File: config.mk
export PLATFORM = sky130hd
export DESIGN_NAME = radiotap_channel_patcher_flat
export DESIGN_NICKNAME = d
export VERILOG_FILES = /design/src/design/rtcp_pkg.sv /design/src/design/rtcp_in_if.sv /design/src/design/rtcp_out_if.sv /design/src/design/rtcp_in_stage.sv /design/src/design/rtcp_core.sv /design/src/design/rtcp_out_stage.sv /design/src/design/radiotap_channel_patcher.sv /design/src/flat_wrapper.sv
export SDC_FILE = /design/constraint.sdc
export NUM_CORES = 1
export LEC_CHECK = 0
export CORE_ASPECT_RATIO = 0.6
export CORE_MARGIN = 3
export CORE_UTILIZATION = 66
export DETAILED_ROUTE_END_ITERATION = 10
export DONT_BUFFER_PORTS = 1
export PLACE_DENSITY = 0.82
export SLEW_MARGIN = 15
export SYNTH_ARGS = -nofsm -noshare
export SYNTH_HDL_FRONTEND = slang
export SYNTH_SLANG_ARGS = --single-unit
export TNS_END_PERCENT = 1
File: constraint.sdc
create_clock -name i_clk -period 11.85 [get_ports i_clk]
set_clock_uncertainty 0.1 [all_clocks]
set_input_delay 0.5925 -clock i_clk [delete_from_list [all_inputs] [get_ports i_clk]]
set_output_delay 0.5925 -clock i_clk [all_outputs]
set_load 0.005 [all_outputs]
File: src/design/rtcp_pkg.sv
// Package for the radiotap channel patcher: shared constants and item types.
// No dependencies; compiled before the interfaces and modules.
package rtcp_pkg;

    localparam int unsigned POSITION_BITS_DEF = 16;
    localparam int unsigned CFG_IDX_W         = 1;
    localparam int unsigned CFG_DATA_W        = 16;

    typedef enum logic [CFG_IDX_W-1:0] {
        REG_CHANNEL_FREQ = 1'b0,
        REG_MARK_INJECTED = 1'b1
    } t_cfg_reg;

    localparam logic [15:0] FREQ_RESET_MHZ = 16'd2412;
    localparam logic [7:0]  MORE_DATA_BIT  = 8'h20;
    localparam int unsigned FIELDS_START_RESET = 8;
    localparam int unsigned MIN_FRAME_BYTES    = 8;

    typedef struct packed {
        logic [7:0] in_byte;
        logic       in_last;
    } t_item;

    typedef struct packed {
        logic [7:0] out_byte;
        logic       out_last;
        logic       frame_status;
    } t_result;

endpackage

File: src/design/rtcp_in_if.sv
// Input channel of the radiotap channel patcher: valid/ready with one frame byte.
// No dependencies.
interface rtcp_in_if;
    logic       valid;
    logic       ready;
    logic [7:0] in_byte;
    logic       in_last;

    modport source (output valid, output in_byte, output in_last, input ready);
    modport sink   (input valid, input in_byte, input in_last, output ready);
endinterface

File: src/design/rtcp_out_if.sv
// Output channel of the radiotap channel patcher: valid/ready with one patched byte.
// No dependencies.
interface rtcp_out_if;
    logic       valid;
    logic       ready;
    logic [7:0] out_byte;
    logic       out_last;
    logic       frame_status;

    modport source (output valid, output out_byte, output out_last, output frame_status,
                    input ready);
    modport sink   (input valid, input out_byte, input out_last, input frame_status,
                    output ready);
endinterface

File: src/design/rtcp_in_stage.sv
// Input register of the radiotap channel patcher: holds one accepted item.
// Depends on rtcp_pkg.
module rtcp_in_stage (
    input  logic            i_clk,
    input  logic            i_rst_n,
    input  logic            i_valid,
    output logic            o_ready,
    input  rtcp_pkg::t_item i_item,
    input  logic            i_down_free,
    output logic            o_adv,
    output rtcp_pkg::t_item o_item
);
    import rtcp_pkg::*;

    logic  r_valid;
    logic  n_valid;
    t_item r_item;

    assign o_adv   = r_valid && i_down_free;
    assign o_ready = !r_valid || i_down_free;
    assign o_item  = r_item;

    always_comb begin
        n_valid = r_valid;
        if (o_ready) begin
            n_valid = i_valid;
        end
    end

    always_ff @(posedge i_clk) begin
        if (!i_rst_n) begin
            r_valid <= 1'b0;
        end else begin
            r_valid <= n_valid;
        end
    end

    always_ff @(posedge i_clk) begin
        if (o_ready && i_valid) begin
            r_item <= i_item;
        end
    end

endmodule

File: src/design/rtcp_core.sv
// Frame tracker and patch logic: header length, present words, Channel field
// offset, frequency and More Data patches, frame status. Depends on rtcp_pkg.
module rtcp_core #(
    parameter int unsigned POSITION_BITS = rtcp_pkg::POSITION_BITS_DEF
) (
    input  logic                                i_clk,
    input  logic                                i_rst_n,
    input  logic                                i_cfg_we,
    input  logic [rtcp_pkg::CFG_IDX_W-1:0]      i_cfg_idx,
    input  logic [rtcp_pkg::CFG_DATA_W-1:0]     i_cfg_data,
    input  logic                                i_adv,
    input  rtcp_pkg::t_item                     i_item,
    output rtcp_pkg::t_result                   o_res
);
    import rtcp_pkg::*;

    localparam int unsigned PW = POSITION_BITS;
    localparam int unsigned XW = ((PW > 16) ? PW : 16) + 2;
    localparam logic [PW-1:0] POS_MAX = {PW{1'b1}};
    localparam logic [XW-1:0] POS_MAX_X = XW'(POS_MAX);

    logic [PW-1:0] r_pos;
    logic [15:0]   r_hdr;
    logic [3:0]    r_present;
    logic          r_chain;
    logic [PW-1:0] r_fstart;
    logic [PW-1:0] r_foff;
    logic          r_fon;
    logic [15:0]   r_freq;
    logic          r_mark;

    logic [PW-1:0] n_pos;
    logic [15:0]   n_hdr;
    logic [3:0]    n_present;
    logic          n_chain;
    logic [PW-1:0] n_fstart;
    logic [PW-1:0] n_foff;
    logic          n_fon;

    logic [XW-1:0] pos_x;
    logic [XW-1:0] fs4;
    logic [XW-1:0] off;
    logic [XW-1:0] off_even;
    logic          ended;
    logic [7:0]    b;
    logic [7:0]    o_byte;
    logic          status;

    assign b     = i_item.in_byte;
    assign pos_x = XW'(r_pos);
    assign fs4   = XW'(r_fstart) + XW'(4);

    always_comb begin
        n_hdr = r_hdr;
        if (pos_x == XW'(2)) begin
            n_hdr = {8'h00, b};
        end else if (pos_x == XW'(3)) begin
            n_hdr = {b, r_hdr[7:0]};
        end

        n_present = (pos_x == XW'(4)) ? b[3:0] : r_present;

        n_chain  = r_chain;
        n_fstart = r_fstart;
        ended    = 1'b0;
        if (pos_x == XW'(7)) begin
            if (b[7]) begin
                n_chain = 1'b1;
            end else begin
                ended = 1'b1;
            end
        end else if (r_chain && (pos_x == XW'(r_fstart) + XW'(3))) begin
            n_fstart = (fs4 > POS_MAX_X) ? POS_MAX : fs4[PW-1:0];
            if (!b[7]) begin
                n_chain = 1'b0;
                ended   = 1'b1;
            end
        end

        off = XW'(n_fstart)
            + (n_present[0] ? XW'(8) : XW'(0))
            + XW'(n_present[1])
            + XW'(n_present[2]);
        off_even = off + XW'(off[0]);

        n_foff = r_foff;
        n_fon  = r_fon;
        if (ended) begin
            n_foff = (off_even > POS_MAX_X) ? POS_MAX : off_even[PW-1:0];
            n_fon  = n_present[3] && (off_even + XW'(2) <= XW'(n_hdr));
        end

        o_byte = b;
        if (n_fon) begin
            if (pos_x == XW'(n_foff)) begin
                o_byte = r_freq[7:0];
            end else if (pos_x == XW'(n_foff) + XW'(1)) begin
                o_byte = r_freq[15:8];
            end
        end
        if (r_mark && (pos_x >= XW'(3)) && (pos_x == XW'(n_hdr) + XW'(1))) begin
            o_byte = o_byte | MORE_DATA_BIT;
        end

        status = i_item.in_last
            && ((pos_x + XW'(1) < XW'(MIN_FRAME_BYTES))
                || ((pos_x >= XW'(3)) && (pos_x + XW'(1) < XW'(n_hdr))));

        n_pos = (r_pos != POS_MAX) ? r_pos + PW'(1) : r_pos;
    end

    assign o_res.out_byte     = o_byte;
    assign o_res.out_last     = i_item.in_last;
    assign o_res.frame_status = status;

    always_ff @(posedge i_clk) begin
        if (!i_rst_n) begin
            r_pos     <= '0;
            r_hdr     <= '0;
            r_present <= '0;
            r_chain   <= 1'b0;
            r_fstart  <= PW'(FIELDS_START_RESET);
            r_foff    <= '0;
            r_fon     <= 1'b0;
        end else if (i_adv) begin
            if (i_item.in_last) begin
                r_pos     <= '0;
                r_hdr     <= '0;
                r_present <= '0;
                r_chain   <= 1'b0;
                r_fstart  <= PW'(FIELDS_START_RESET);
                r_foff    <= '0;
                r_fon     <= 1'b0;
            end else begin
                r_pos     <= n_pos;
                r_hdr     <= n_hdr;
                r_present <= n_present;
                r_chain   <= n_chain;
                r_fstart  <= n_fstart;
                r_foff    <= n_foff;
                r_fon     <= n_fon;
            end
        end
    end

    always_ff @(posedge i_clk) begin
        if (!i_rst_n) begin
            r_freq <= FREQ_RESET_MHZ;
            r_mark <= 1'b0;
        end else if (i_cfg_we) begin
            case (t_cfg_reg'(i_cfg_idx))
                REG_CHANNEL_FREQ:  r_freq <= i_cfg_data[15:0];
                REG_MARK_INJECTED: r_mark <= i_cfg_data[0];
                default: begin
                end
            endcase
        end
    end

    a_clear_after_last: assert property (@(posedge i_clk) disable iff (!i_rst_n)
        (i_adv && i_item.in_last) |=> (r_pos == '0 && !r_chain && !r_fon))
        else $error("frame state not cleared after last item");

    a_pos_monotonic: assert property (@(posedge i_clk) disable iff (!i_rst_n)
        (i_adv && !i_item.in_last) |=> (r_pos >= $past(r_pos)))
        else $error("byte position went backwards within a frame");

    a_offset_past_fields: assert property (@(posedge i_clk) disable iff (!i_rst_n)
        r_fon |-> (XW'(r_foff) >= XW'(FIELDS_START_RESET)
                   && XW'(r_fstart) >= XW'(FIELDS_START_RESET)))
        else $error("channel offset inside fixed radiotap header");

endmodule

File: src/design/rtcp_out_stage.sv
// Result register of the radiotap channel patcher: holds one finished item.
// Depends on rtcp_pkg.
module rtcp_out_stage (
    input  logic              i_clk,
    input  logic              i_rst_n,
    input  logic              i_load,
    input  rtcp_pkg::t_result i_res,
    output logic              o_free,
    output logic              o_valid,
    input  logic              i_ready,
    output rtcp_pkg::t_result o_res
);
    import rtcp_pkg::*;

    logic    r_valid;
    logic    n_valid;
    t_result r_res;

    assign o_free  = !r_valid || i_ready;
    assign o_valid = r_valid;
    assign o_res   = r_res;

    always_comb begin
        n_valid = r_valid;
        if (o_free) begin
            n_valid = i_load;
        end
    end

    always_ff @(posedge i_clk) begin
        if (!i_rst_n) begin
            r_valid <= 1'b0;
        end else begin
            r_valid <= n_valid;
        end
    end

    always_ff @(posedge i_clk) begin
        if (i_load) begin
            r_res <= i_res;
        end
    end

endmodule

File: src/design/radiotap_channel_patcher.sv
// Top level of the radiotap channel patcher: input register, patch logic, result register.
// Depends on rtcp_pkg, rtcp_in_if, rtcp_out_if, rtcp_in_stage, rtcp_core, rtcp_out_stage.
//
//   Port        Dir  Handshake    Carries
//   i_in        in   valid/ready  in_byte, in_last
//   o_out       out  valid/ready  out_byte, out_last, frame_status
//   i_cfg_*     in   write enable register index, write data (no read-back)
//
// One byte per cycle sustained while o_out is ready; output valid comes from the result register.
// Each byte passes the input register, the combinational patch logic, then the result register.
// Synchronous active-low reset clears frame state and restores register defaults.
// A stall on o_out holds the result register and backs up into the input register.
module radiotap_channel_patcher #(
    parameter int unsigned POSITION_BITS = rtcp_pkg::POSITION_BITS_DEF
) (
    input  logic                            i_clk,
    input  logic                            i_rst_n,
    rtcp_in_if.sink                         i_in,
    rtcp_out_if.source                      o_out,
    input  logic                            i_cfg_we,
    input  logic [rtcp_pkg::CFG_IDX_W-1:0]  i_cfg_idx,
    input  logic [rtcp_pkg::CFG_DATA_W-1:0] i_cfg_data
);
    import rtcp_pkg::*;

    t_item   in_item;
    t_item   stage_item;
    t_result core_res;
    t_result out_res;
    logic    adv;
    logic    down_free;

    assign in_item.in_byte = i_in.in_byte;
    assign in_item.in_last = i_in.in_last;

    rtcp_in_stage u_in_stage (
        .i_clk       (i_clk),
        .i_rst_n     (i_rst_n),
        .i_valid     (i_in.valid),
        .o_ready     (i_in.ready),
        .i_item      (in_item),
        .i_down_free (down_free),
        .o_adv       (adv),
        .o_item      (stage_item)
    );

    rtcp_core #(
        .POSITION_BITS (POSITION_BITS)
    ) u_core (
        .i_clk      (i_clk),
        .i_rst_n    (i_rst_n),
        .i_cfg_we   (i_cfg_we),
        .i_cfg_idx  (i_cfg_idx),
        .i_cfg_data (i_cfg_data),
        .i_adv      (adv),
        .i_item     (stage_item),
        .o_res      (core_res)
    );

    rtcp_out_stage u_out_stage (
        .i_clk   (i_clk),
        .i_rst_n (i_rst_n),
        .i_load  (adv),
        .i_res   (core_res),
        .o_free  (down_free),
        .o_valid (o_out.valid),
        .i_ready (o_out.ready),
        .o_res   (out_res)
    );

    assign o_out.out_byte     = out_res.out_byte;
    assign o_out.out_last     = out_res.out_last;
    assign o_out.frame_status = out_res.frame_status;

endmodule
File: src/flat_wrapper.sv
// flat-port wrapper written by rule: the top's interface ports become plain ports
module radiotap_channel_patcher_flat import rtcp_pkg::*;
#(
    parameter int unsigned POSITION_BITS = rtcp_pkg::POSITION_BITS_DEF
)
  (i_clk, i_rst_n, i_cfg_we, i_cfg_idx, i_cfg_data, i_in_valid, i_in_in_byte, i_in_in_last, i_in_ready, o_out_valid, o_out_out_byte, o_out_out_last, o_out_frame_status, o_out_ready);
  rtcp_in_if i_in_i ();
  rtcp_out_if o_out_i ();
  input  logic i_clk;
  input  logic i_rst_n;
  input  logic i_cfg_we;
  input  logic [rtcp_pkg::CFG_IDX_W-1:0] i_cfg_idx;
  input  logic [rtcp_pkg::CFG_DATA_W-1:0] i_cfg_data;
  input wire logic [$bits(i_in_i.valid)-1:0] i_in_valid;
  input wire logic [$bits(i_in_i.in_byte)-1:0] i_in_in_byte;
  input wire logic [$bits(i_in_i.in_last)-1:0] i_in_in_last;
  output wire logic [$bits(i_in_i.ready)-1:0] i_in_ready;
  output wire logic [$bits(o_out_i.valid)-1:0] o_out_valid;
  output wire logic [$bits(o_out_i.out_byte)-1:0] o_out_out_byte;
  output wire logic [$bits(o_out_i.out_last)-1:0] o_out_out_last;
  output wire logic [$bits(o_out_i.frame_status)-1:0] o_out_frame_status;
  input wire logic [$bits(o_out_i.ready)-1:0] o_out_ready;
  assign i_in_i.valid = i_in_valid;
  assign i_in_i.in_byte = i_in_in_byte;
  assign i_in_i.in_last = i_in_in_last;
  assign i_in_ready = i_in_i.ready;
  assign o_out_valid = o_out_i.valid;
  assign o_out_out_byte = o_out_i.out_byte;
  assign o_out_out_last = o_out_i.out_last;
  assign o_out_frame_status = o_out_i.frame_status;
  assign o_out_i.ready = o_out_ready;
  radiotap_channel_patcher #(.POSITION_BITS(POSITION_BITS)) u_core (.i_clk(i_clk), .i_rst_n(i_rst_n), .i_in(i_in_i), .o_out(o_out_i), .i_cfg_we(i_cfg_we), .i_cfg_idx(i_cfg_idx), .i_cfg_data(i_cfg_data));
endmodule
==> results.md, run 1 <==
- Run status: completed
- Worst path slowest cell: or4_1
- Antenna violations before repair: 0
- Count of different cell masters after synthesis: 93
- Worst stage delay on the critical path: around 700 ps
- ANT cells: 0
- Critical path arrival: between 10000 and 15000 ps
- Sequential share of the synthesized area: a little under a quarter
- Root Buffer: clkbuf_16
- Pwr dens: 72.3 nW/µm²
- Post-route minimum period: 10120 ps
- Leakage: approximately 3.6 nW
- DRC viols: 0
- Max Fclk: 98.9 MHz
- Crit. End Element: register
- DR vias: 10600
- Most frequent cells in the layout: nand2_1, nor2_1, dfxtp_1
- Share of cells above drive strength 1: 7.35%
- Flops & latches, synth: 108
- Post-CTS Hold Fix Bufs: 0
- First-pass GRT wire length: 53400 µm
- Final WL: 34800 µm
- Core area: 14700 µm²
- Syn Inst Count: 1313
- Rows: 34
- Asr flop ratio synth: 0%
- CTS tree: built
- Worst min path class: input port to register
- EDFF count, synth: 19
- Die area: 16800 µm²
- Non-Filler Instances: around 1500
- Clk_lat worst skew: 360 ps
- Number of post-CTS setup repair buffers: 0
- Synth Flop Type: dfxtp_1
- Largest net degree at the start of global routing: 88
- CP startpoint kind: register
- Final Hold Fails: 0
- GPL Wtd Cong: 1.09
- WS Path Type: register to register
- Area Growth Syn to Fin: 3.59%
- Total GRT Usage: 41.3%
- Actual slew at the worst max-slew pin: ~1300 ps
- CTS H-tree lvls: 3
- Detailed Place HPWL: 26100 µm
- Post-Syn Area: 10000 µm²
- # setup viols final: 0
- Nets@finish: between 1000 and 1500
- Cells after DPL: between 1000 and 1500
- Total CTS buffers: 9
- Synth top area share: ~18%
- CP required: approximately 12000 ps
- Post-route ant nets: 0
- Slew headroom: 15.8%
- Post-synth top area cell: dfxtp_1
- CTS sink cnt: 108
- Commonest non-fill, non-tap cell in the layout: nand2_1
- Drt initial violations: 1575
- Filler cell count: 1241
- Initial Util: 68.4%
- CTS resizes: 0
- Mapped Nets: 1388
- Synth warn: 0
- Chip height: a little over 100 µm
- Final Cycle Share: 85.4%
- Via density: 7.22
- Setup TNS: 0 ps
- Die width: between 150 and 200 µm
- Wire per inst: 23.8 µm
- Max clock buf depth: 2
- Slew Limit Fails: 0
- Port-buffer cells: 0
- GRT Residual Overflow: 0
- Maximum vdd drop: roughly 58 µV
- Clock-pin slew on the worst setup and hold paths: 90 ps
- Maximum fanout along the worst path: 14
- Fin util: roughly 71%
- First drt pass iteration count: 6
- Vias in the first global route: 9279
- Top Ports: 43
- RSZ-0062 raised after global routing: no
- Syn avg cell area: approximately 7.6 µm²
- Top post-synthesis cells by area: dfxtp_1, edfxtp_1, ha_1
- Max-capacitance violation count: 0
## flip-flops by register name (all words and copies together), names as in the netlist
name / flops
u_core.u_core.r_foff: 16
u_core.u_core.r_freq: 16
u_core.u_core.r_fstart: 16
u_core.u_core.r_hdr: 16
u_core.u_core.r_pos: 16
u_core.u_out_stage.o_res: 10
u_core.u_in_stage.o_item: 9
u_core.u_core.r_present: 4
u_core.u_core.r_chain: 1
u_core.u_core.r_fon: 1
u_core.u_core.r_mark: 1
u_core.u_in_stage.r_valid: 1
u_core.u_out_stage.o_valid: 1
## final cells by class
cell class	count	area (µm²)	share of cell area [%]
Clock buffer	10	229	2.20
Clock inverter	6	76.3	0.734
Inverter	34	128	1.23
Multi-Input combinational cell	1086	7200	69.3
Sequential cell	108	2350	22.6
Tap cell	198	248	2.38
Timing Repair Buffer	21	158	1.52
## through the flow
step           total power, mW  cell area [µm²]  worst slack, ps  hold slack, ps
6_report                 0.751            10400             1730             223
5_1_grt                  0.766            10400              851             212
4_1_cts                  0.748            10400             1960             219
3_5_place_dp             0.433            10100             1960             364
3_3_place_gp             0.433            10100             2470             352
2_1_floorplan            0.422            10000             3550             341
## cells by family (layout without fill, tap and decap cells)
family / count (synthesis) / after routing / share of synthesized area [%]
muxes: 27 / 27 / 2.87
xor gates and xnor gates: 100 / 100 / 8.94
adders and majority gates: 44 / 44 / 5.56
AOI/OAI and AO/OA: 357 / 357 / 25.1
buffers and inverters: 119 / 71 / 4.85
DFF: 108 / 108 / 23.4
and+or+nand+nor: 558 / 558 / 29.2
## critical path: cells and delay by family, from the launching register on
family,cells,cell delay [ps]
fa+ha+maj,5,1880
buf+inv,1,210
flops,1,610
xor+xnor,2,440
compound gates,13,2920
mux,2,700
simple gates,15,3000
## cell usage after synthesis (34+ instances only)
master / instances
clkbuf_1: 56
nor3_1: 34
a21oi_1: 60
nand3_1: 62
ha_1: 43
dfxtp_1: 89
nor2b_1: 53
nand2_1: 137
nor2_1: 97
xnor2_1: 59
inv_1: 34
xor2_1: 39
o21ai_0: 69
a22oi_1: 38
## layer usage
metal,up-vias,track usage [%],routed length (µm)
met1,4990,60.3,14700
met4,0,8.57,581
met3,70,20.8,6230
met2,739,53.4,13300
met5,-,1.70,0
li1,4762,-,-
## report_power, final
part / internal, mW / switching [mW] / leakage (nW) / total [mW]
logic: 0.0137 / 0.0257 / 2.58 / 0.0394
clock network: 0.169 / 0.155 / 0.150 / 0.324
registers: 0.381 / 0.00662 / 0.901 / 0.387
## worst paths after layout
kind	from	to	slack (ps)	cells past startpoint
worst max register to register	u_core.u_core.r_fstart[2]	u_core.u_out_stage.o_res[4]	1730	38
worst max-delay path	u_core.u_core.r_fstart[2]	u_core.u_out_stage.o_res[4]	1730	38
worst min-delay path	i_in_in_byte[2]	u_core.u_in_stage.o_item[3]	220	0
worst min register to register	u_core.u_core.r_freq[0]	u_core.u_core.r_freq[0]	380	2
(Power assumes the default switching activity.)
==> run 2, diff against run 1 <==
- CORE_UTILIZATION: 66 -> 30
- HOLD_SLACK_MARGIN: unset -> 0.12
- PLACE_DENSITY: 0.82 -> unset
==> run 2 against run 1 <==
Effect of this change: critical path type unchanged; critical path depth is the same; worst hold slack lost 40 ps; first-iteration DRC count shrank 14%; sequential share of layout area shrank 0.81 points; global-route usage shrank 20 points; largest cell class unchanged; worst setup slack lost 82 ps; final area grew 3.7%; routed wire length grew 11%.
==> results.md, run 2 (synthesized netlist as in run 1, its figures left out) <==
- Non-Filler Instances: 1723
- CTS tree: built
- Worst path slowest cell: or4_1
- Crit. End Element: register
- Hold EP: u_core.u_core.r_fstart[3]
- Fin util: between 30% and 40%
- Worst min path class: input port to register
- Psw: between 0.2 and 0.25 mW
- Area Growth Syn to Fin: 7.45%
- Top Ports: 43
- Clk_lat worst skew: between 300 and 400 ps
- Post-route minimum period: between 10000 and 15000 ps
- Post-CTS Hold Fix Bufs: 0
- Wire per inst: between 20 and 25 µm
- P_int: 0.547 mW
- Maximum vdd drop: 65.7 µV
- Post-placement setup slack: 1890 ps
- Antenna violations before repair: 0
- Storage cell area: 2350 µm²
- Total power: 0.761 mW
- Fin area: 10800 µm²
- Commonest non-fill, non-tap cell in the layout: nand2_1
- First drt pass iteration count: 7
- Drt initial violations: between 1000 and 1500
- Sw frac: 28.1%
- Max Fclk: between 90 and 100 MHz
- CTS H-tree lvls: 3
- Chip height: about 150 µm
- DR vias: 10400
- Maximum fanout along the worst path: 14
- Final WL: slightly below 40000 µm
- Actual slew at the worst max-slew pin: approximately 1000 ps
- WS Path Type: register to register
- Hold depth: 1
- R2R Setup Slk: 1650 ps
- CP required: 11880 ps
- Vias in the first global route: between 9000 and 10000
- Final Hold Fails: 0
- Multi-input gate area: 7210 µm²
- Cells after DPL: 1707
- Share of cells above drive strength 1: 8.01%
- Total CTS buffers: 9
- Leakage: ~3.7 nW
- Crit path launch: u_core.u_core.r_fstart[2]
- Setup TNS: 0 ps
- Pwr dens: just over 70 nW/µm²
- Max clock buf depth: 2
- R2R Path Start: u_core.u_core.r_fstart[2]
- Die area: 35700 µm²
- DRC viols: 0
- First-pass GRT wire length: a little under 60000 µm
- Port-buffer cells: 0
- Clock-pin slew on the worst setup and hold paths: ~90 ps
- GPL Wtd Cong: 0.950
- GRT Residual Overflow: 0
- Initial Util: around 31%
- Run status: completed
- Number of post-CTS setup repair buffers: 0
- Setup ws final: 1650 ps
- Slew Limit Fails: 0
- Placed inst area: roughly 10000 µm²
- Detailed Place HPWL: 29600 µm
- Worst Reg-to-Reg Cells: 38
- Most frequent cells in the layout: nand2_1, nor2_1, dfxtp_1
- Final Cycle Share: ~86%
- Gate power share: 5.1%
- Rows: 51
- Worst stage delay on the critical path: between 700 and 800 ps
- Via density: 6.03
- RSZ-0062 raised after global routing: no
- ANT cells: 0
- Critical path arrival: 10230 ps
- Sequential Power Share: between 50 and 60%
- Hold_sp: i_rst_n
- Slew headroom: 30.8%
- Root Buffer: clkbuf_16
- CP startpoint kind: register
- Filler cell count: roughly 3500
- # setup viols final: 0
- Nets@finish: 1343
- RR Endpoint: u_core.u_out_stage.o_res[7]
- Clk pwr share: 44.0%
- CTS sink cnt: between 100 and 150
- Post-route ant nets: 0
- Die width: 242 µm
- WP buf/inv: 1
- Final hold slack: around 180 ps
- Total GRT Usage: a little over a fifth
- Worst path top cell family by delay: simple AND/OR/NAND/NOR gates
- CTS resizes: 0
- Max-capacitance violation count: 0
- Core area: approximately 33000 µm²
- Largest net degree at the start of global routing: 88
==> run 2: cell types whose count changed in the layout (fill, tap and decap cells not counted) <==
| cell | change |
|---|---|
| clkbuf_1 | -1 |
| bufinv_16 | -1 |
| nor2_4 | +1 |
| inv_6 | -2 |
| nor2_2 | -1 |
| clkinv_8 | +2 |
| buf_4 | +8 |
| clkinv_4 | +1 |
| inv_12 | +1 |
==> run 2: power by group through the flow <==
stage,Clock (mW),Sequential (mW),Combinational [mW]
6_report,0.334,0.388,0.0386
3_3_place_gp,0,0.396,0.0375
3_5_place_dp,0,0.396,0.0378
5_1_grt,0.353,0.389,0.0424
2_1_floorplan,0,0.393,0.0293
4_1_cts,0.340,0.388,0.0381
==> run 2: final cells by class <==
cell class | count | area share, %
inverters | 34 | 1.18
multi-input cells | 1086 | 66.9
clock buffers | 9 | 2.09
well taps | 450 | 5.22
flip-flops and latches | 108 | 21.8
repair buffers | 29 | 2.02
clock inverters | 7 | 0.801
==> run 2: worst max path at each step <==
stage	end	slack [ps]	depth (start not counted)
after floorplan	u_core.u_out_stage.o_res[7]	3550	38
after global placement	u_core.u_out_stage.o_res[3]	2200	38
after detailed placement	u_core.u_out_stage.o_res[7]	1890	38
after CTS	u_core.u_out_stage.o_res[7]	1860	38
after global routing	u_core.u_out_stage.o_res[7]	880	38
final	u_core.u_out_stage.o_res[7]	1650	38
==> run 2: routing by layer <==
metal	GRT usage, %	routed length (µm)	up-vias
met5	1.47	71	-
met4	3.42	405	2
met3	8.90	6040	35
met2	25.0	13300	642
met1	34.1	18700	4946
li1	-	-	4769
